===== config.mk =====
export PLATFORM = sky130hd
export DESIGN_NAME = fct_ctrl
export DESIGN_NICKNAME = d
export VERILOG_FILES = /design/src/rtl/fct_pkg.sv /design/src/rtl/fct_ctrl.sv
export SDC_FILE = /design/constraint.sdc
export NUM_CORES = 1
export LEC_CHECK = 0
export BUFFER_PORTS_ARGS = -buffer_cell sky130_fd_sc_hd__buf_2
export CORE_ASPECT_RATIO = 1.4
export CORE_UTILIZATION = 39
export DETAILED_ROUTE_END_ITERATION = 8
export PLACE_DENSITY = 0.82
export SYNTH_ARGS = -nofsm -noshare
export SYNTH_HDL_FRONTEND = slang
export SYNTH_SLANG_ARGS = --single-unit

===== constraint.sdc =====
create_clock -name clk -period 1.65 [get_ports clk]
set_input_delay 0.33 -clock clk [delete_from_list [all_inputs] [get_ports clk]]
set_output_delay 0.33 -clock clk [all_outputs]
set_load 0.005 [all_outputs]

===== src/rtl/fct_pkg.sv =====
// Shared types and constants for the FAT16 cluster table engine.
package fct_pkg;

  // Operation codes carried on in_func
  localparam logic [2:0] FUNC_READ    = 3'd0;
  localparam logic [2:0] FUNC_ALLOC   = 3'd1;
  localparam logic [2:0] FUNC_RESERVE = 3'd2;
  localparam logic [2:0] FUNC_COUNT   = 3'd3;
  localparam logic [2:0] FUNC_FORMAT  = 3'd4;
  localparam logic [2:0] FUNC_LOAD    = 3'd5;

  // Register index, taken from paddr[2]
  localparam logic REG_FAT_SECTORS    = 1'b0;
  localparam logic REG_TOTAL_CLUSTERS = 1'b1;

  // Entry codes
  localparam logic [15:0] ENTRY_FREE  = 16'h0000;
  localparam logic [15:0] ENTRY_END   = 16'hFFFF;
  localparam logic [15:0] ENTRY_MEDIA = 16'hFFF8;

  // First cluster that allocate may hand out
  localparam logic [12:0] FIRST_DATA_CLUSTER = 13'd2;

  typedef enum logic [2:0] {
    ST_IDLE,
    ST_DECODE,
    ST_RD_CHK,
    ST_SCAN,
    ST_FORMAT,
    ST_RESULT
  } state_t;

  typedef enum logic [1:0] {
    FROM_ZERO,
    FROM_TWO,
    FROM_HINT
  } scan_from_t;

  typedef enum logic [2:0] {
    RES_ZERO,
    RES_RDATA,
    RES_HIT,
    RES_COUNT,
    RES_USABLE
  } res_sel_t;

  // Controller to datapath
  typedef struct packed {
    logic       load_item;
    logic       rd_cluster;
    logic       rd_scan;
    logic       scan_init;
    scan_from_t scan_from;
    logic       end_full;
    logic       wr_cluster_end;
    logic       wr_cluster_ev;
    logic       wr_hit;
    logic       wr_format;
    logic       count_clr;
    logic       count_inc;
    logic       free_store;
    logic       alloc_fail;
    logic       res_load;
    res_sel_t   res_sel;
    logic       res_ok;
  } ctl_cmd_t;

  // Datapath to controller
  typedef struct packed {
    logic cl_in_range;
    logic free_zero;
    logic rdata_zero;
    logic pend;
    logic hit;
    logic at_end;
  } dp_sts_t;

endpackage


===== src/rtl/fct_ctrl.sv =====
// Controller: operation sequencing and result handshake.
module fct_ctrl import fct_pkg::*; (
  input  logic       clk,
  input  logic       rst_n,
  input  logic       in_valid,
  output logic       in_ready,
  input  logic [2:0] in_func,
  output logic       out_valid,
  input  logic       out_ready,
  input  dp_sts_t    sts,
  output ctl_cmd_t   cmd
);

  state_t     state_r, state_nxt;
  logic [2:0] func_r, func_nxt;
  logic       pass_r, pass_nxt;
  res_sel_t   res_sel_r, res_sel_nxt;
  logic       res_ok_r, res_ok_nxt;
  logic       out_valid_r, out_valid_nxt;
  logic       out_free;

  assign out_free = !out_valid_r || out_ready;

  always_ff @(posedge clk) begin
    if (!rst_n) begin
      state_r     <= ST_IDLE;
      out_valid_r <= 1'b0;
    end else begin
      state_r     <= state_nxt;
      out_valid_r <= out_valid_nxt;
    end
  end

  always_ff @(posedge clk) begin
    func_r    <= func_nxt;
    pass_r    <= pass_nxt;
    res_sel_r <= res_sel_nxt;
    res_ok_r  <= res_ok_nxt;
  end

  always_comb begin
    state_nxt   = state_r;
    func_nxt    = func_r;
    pass_nxt    = pass_r;
    res_sel_nxt = res_sel_r;
    res_ok_nxt  = res_ok_r;
    in_ready    = 1'b0;
    cmd         = '0;
    cmd.res_sel = res_sel_r;
    cmd.res_ok  = res_ok_r;

    unique case (state_r)
      ST_IDLE: begin
        in_ready = 1'b1;
        if (in_valid) begin
          cmd.load_item = 1'b1;
          func_nxt      = in_func;
          state_nxt     = ST_DECODE;
        end
      end

      ST_DECODE: begin
        res_sel_nxt = RES_ZERO;
        res_ok_nxt  = 1'b0;
        pass_nxt    = 1'b0;
        state_nxt   = ST_RESULT;
        unique case (func_r)
          FUNC_READ, FUNC_RESERVE: begin
            if (sts.cl_in_range) begin
              cmd.rd_cluster = 1'b1;
              state_nxt      = ST_RD_CHK;
            end
          end
          FUNC_LOAD: begin
            if (sts.cl_in_range) begin
              cmd.wr_cluster_ev = 1'b1;
              res_ok_nxt        = 1'b1;
            end
          end
          FUNC_ALLOC: begin
            if (!sts.free_zero) begin
              cmd.scan_init = 1'b1;
              cmd.scan_from = FROM_HINT;
              state_nxt     = ST_SCAN;
            end
          end
          FUNC_COUNT: begin
            cmd.scan_init = 1'b1;
            cmd.scan_from = FROM_ZERO;
            cmd.count_clr = 1'b1;
            state_nxt     = ST_SCAN;
          end
          FUNC_FORMAT: begin
            cmd.scan_init = 1'b1;
            cmd.scan_from = FROM_ZERO;
            cmd.end_full  = 1'b1;
            state_nxt     = ST_FORMAT;
          end
          default: begin
          end
        endcase
      end

      ST_RD_CHK: begin
        state_nxt = ST_RESULT;
        if (func_r == FUNC_READ) begin
          res_sel_nxt = RES_RDATA;
          res_ok_nxt  = 1'b1;
        end else if (sts.rdata_zero) begin
          cmd.wr_cluster_end = 1'b1;
          res_ok_nxt         = 1'b1;
        end
      end

      ST_SCAN: begin
        if (func_r == FUNC_ALLOC) begin
          if (sts.hit) begin
            cmd.wr_hit  = 1'b1;
            res_sel_nxt = RES_HIT;
            res_ok_nxt  = 1'b1;
            state_nxt   = ST_RESULT;
          end else if (sts.at_end && !sts.pend) begin
            if (!pass_r) begin
              // wrap once to the first data cluster
              cmd.scan_init = 1'b1;
              cmd.scan_from = FROM_TWO;
              pass_nxt      = 1'b1;
            end else begin
              cmd.alloc_fail = 1'b1;
              state_nxt      = ST_RESULT;
            end
          end else if (!sts.at_end) begin
            cmd.rd_scan = 1'b1;
          end
        end else begin
          cmd.count_inc = sts.hit;
          if (sts.at_end && !sts.pend) begin
            cmd.free_store = 1'b1;
            res_sel_nxt    = RES_COUNT;
            res_ok_nxt     = 1'b1;
            state_nxt      = ST_RESULT;
          end else if (!sts.at_end) begin
            cmd.rd_scan = 1'b1;
          end
        end
      end

      ST_FORMAT: begin
        if (sts.at_end) begin
          res_sel_nxt = RES_USABLE;
          res_ok_nxt  = 1'b1;
          state_nxt   = ST_RESULT;
        end else begin
          cmd.wr_format = 1'b1;
        end
      end

      ST_RESULT: begin
        if (out_free) begin
          cmd.res_load = 1'b1;
          state_nxt    = ST_IDLE;
        end
      end

      default: state_nxt = ST_IDLE;
    endcase

    if (cmd.res_load) begin
      out_valid_nxt = 1'b1;
    end else if (out_ready) begin
      out_valid_nxt = 1'b0;
    end else begin
      out_valid_nxt = out_valid_r;
    end
  end

  assign out_valid = out_valid_r;

endmodule


==> flow_metrics.py <==
metrics = {
    "sta": {
        "rsz0062_at_grt": "true",
        "worst_slew_pin_slew_ns": 0.507,
        "final-max-slew-violation-count": 0,
        "final_hold_viol_count": 0,
        "setup_slack_ns": -0.194,
        "finalSetupViolations": 19,
        "setup_tns_ns": -1.63,
        "slew_headroom_pct": 66.0,
        "fmax_mhz": 542,
        "skew_ns": 0.00567,
        "fin_crit_sh_pct": 112,
        "fin_crit_ns": 1.84,
    },
    "placement": {
        "placed_area_mm2": 0.00109,
        "io_buffers": 34,
        "hpwl_um": 1660,
        "gp_congestion": 0.863,
        "pre_cts_slack_ns": -0.0165,
        "dpl.cell_count": 157,
    },
    "route": {
        "vias_per_cell": 5.51,
        "drt-total-wl_um": 2510,
        "drc": 0,
        "num_vias": 942,
        "first_iter_violations": 25,
        "ant_nets": 0,
        "avgRoutedWirePerCell_um": 14.7,
        "first_pass_iters": 4,
    },
    "clock_network": {
        "cts_root_buffer": "clkbuf_4",
        "htreeDepth": 1,
        "cts_tree": "yes",
        "cts_buffers": 3,
        "cts_max_path_buffers": 2,
        "worstSkewPairLatency_ns": 0.27,
        "clock-sinks": 12,
        "path_clk_slew_ns": 0.07,
    },
    "synthesis": {
        "synth-xor-area-share_pct": 0,
        "synthCells": 97,
        "synth_nets": 110,
        "synth-simple-area-share_pct": 33.3,
        "synth_mux_area_share_pct": 1.18,
        "yosys.area.top_type": "edfxtp_1",
        "ys_ff_latch": 12,
        "ys.flop_type": "edfxtp_1",
        "syn_avg_cell_area_um2": 8.72,
        "synth_edf_count": 8,
        "synth_fa_ha_area_share_pct": 0,
        "synth_top_family_by_area": "simple AND/OR/NAND/NOR gates",
        "synth_top_area_share_pct": 28.4,
        "synth_compound_area_share_pct": 18.5,
        "ys_seq_area_share_pct": 37.9,
        "syn_area_um2": 846,
        "ys_async_sr_fraction_pct": 0,
        "yosys_warnings": 0,
        "ys_top_cells_by_area": "edfxtp_1 (28%), dfxtp_1 (9.5%), nor2_1 (6.2%)",
        "synth_cell_types": 36,
    },
    "layout": {
        "final_cells": 171,
        "final-seq-area_um2": 332,
        "fill_cells": 158,
        "final_area_mm2": 0.00133,
        "final_nets": 164,
        "syn_to_final_growth_pct": 57.4,
        "multi_input_area_um2": 561,
        "num_antenna_cells": 0,
        "drive_above_1_share_pct": 56.7,
    },
    "critical_path": {
        "r2r_start": "func_r[1]",
        "critPathKind": "reg2out",
        "arrival_ns": 1.51,
        "reg2reg_depth": 4,
        "crit_fanout": 6,
        "cp.required_ns": 1.32,
        "crit_chain": "buf_4, nand2b_1, o22a_1, o22ai_1, buf_2",
        "crit_path_start_kind": "flip-flop",
        "slowest_stage": "edfxtp_1",
        "r2r_slack_ns": -0.09,
        "worstSetupEndpointType": "output pin",
        "critPathMaxStageDelay_ns": 0.46,
        "r2r-end": "state_r[2]",
    },
    "run": {
        "cap_violations": 0,
    },
    "global_route": {
        "grt_max_degree": 9,
        "grt_pass1_wl_um": 3640,
        "grt_antenna_before_repair": 0,
        "grt_pass1_vias": 880,
        "gr-total-overflow": 0,
        "grt_util_all_layers_pct": 22.8,
    },
    "worst_hold_path": {
        "hp-start": "in_func[2]",
        "min_to": "func_r[2]",
        "whs_path_depth": 1,
        "hp-class": "in2reg",
    },
    "floorplan": {
        "core_mm2": 0.00200,
        "dieArea_mm2": 0.00236,
        "num_rows": 19,
        "ioPinCount": 35,
        "die_h_um": 57.1,
        "start_util_pct": 42.4,
        "die_w_um": 41.4,
    },
    "status": {
        "status": "finished with violations",
        "violations": "setup timing",
    },
    "power_and_ir_drop": {
        "share_comb_of_total_power_pct": 47.9,
        "seq_power_share_pct": 34.7,
        "p_sw_w": 0.000488,
        "ir_drop_v": 0.000547,
        "totalPowerFinal_w": 0.00137,
        "p_int_w": 0.000879,
        "p_per_area_mw_per_mm2": 1030,
        "switching_share_pct": 35.7,
        "clkPwrFrac_pct": 17.4,
        "leakage_nw": 0.617,
    },
}
metal layers:
layer | GRT usage (%) | vias to the layer above | routed length (µm)
met4 | 18.0 | 0 | 140
met2 | 37.7 | 48 | 1360
met5 | 0 | - | 0
met3 | 4.28 | 12 | 112
met1 | 22.8 | 427 | 902
li1 | - | 455 | -
cells in the mapped netlist (3+ instances only):
| cell type | number |
|---|---|
| nor3_1 | 6 |
| nor2_1 | 14 |
| inv_1 | 9 |
| o21ai_0 | 3 |
| nor2b_1 | 4 |
| dfxtp_1 | 4 |
| nand3_1 | 4 |
| nand2b_1 | 4 |
| nor3b_1 | 3 |
| a21oi_1 | 4 |
| edfxtp_1 | 8 |
| nand2_1 | 4 |
final cells by class:
cell class	count	area share, %
Tap cell	21	1.97
Timing Repair Buffer	56	25.8
Sequential cell	12	24.9
Inverter	9	2.54
Multi-Input combinational cell	69	42.1
Clock buffer	4	2.73
sequential cells by signal, indices dropped and copies added (netlist names):
name / flops
pass_r: 1
func_r: 3
out_valid: 1
res_sel_r: 3
state_r: 3
res_ok_r: 1
critical path, delay by kind of cell, from the launching register on:
family | cells | cell delay (ns)
AO/OA/AOI/OAI | 2 | 0.28
buffers and inverters | 2 | 0.33
AND/OR/NAND/NOR | 1 | 0.17
flip-flops | 1 | 0.46
through the flow:
stage               hold slack, ns  util, %
finish                       0.229     66.7
global route                 0.206     66.7
CTS                          0.217     64.0
detailed placement           0.490     54.8
global placement             0.487     54.8
floorplan                    0.429        -
power groups by stage:
stage          combinational, W  sequential [W]  clock, W
2_1_floorplan          0.000315        0.000453         0
3_3_place_gp           0.000461        0.000467         0
3_5_place_dp           0.000474        0.000472         0
4_1_cts                0.000588        0.000467  0.000247
5_1_grt                0.000704        0.000487  0.000265
6_report               0.000654        0.000475  0.000238
worst max-delay path by stage:
stage          startpoint         end  cells after the start
6_report        func_r[1]     cmd[16]                      5
4_1_cts         func_r[1]     cmd[17]                      5
2_1_floorplan   func_r[1]  state_r[2]                      4
5_1_grt         func_r[1]     cmd[17]                      5
3_3_place_gp    func_r[1]  state_r[2]                      4
3_5_place_dp    func_r[1]  state_r[2]                      4
kinds of logic after synthesis:
logic type | Yosys count
compound gates | 19
buf+inv | 16
flops | 12
mux | 1
simple gates | 49
what timing repair did:
item	in CTS	in global routing
gates resized for setup	20	10
hold buffers	0	0
pin swaps	14	2
setup endpoints to repair	17	23
setup buffers	9	1
placed cells by master, fill, tap and decap left out, types with 2 or more instances in the layout:
master	synthesis	final
a211oi_2	1	2
inv_1	9	9
nand2b_1	4	4
nor3_2	0	3
edfxtp_1	8	8
nor3_4	0	2
buf_6	1	2
o31ai_1	2	2
nor2_4	0	2
o21ai_0	3	3
buf_2	2	34
a21oi_1	4	3
and3b_1	2	2
nand2_1	4	4
nor2_1	14	12
buf_4	2	20
dfxtp_4	0	3
nand3_1	4	3
nor4_1	2	2
clkbuf_4	0	3
nor3b_2	0	2
nor2b_1	4	3
Note: power is estimated with default switching activity, not from simulation.
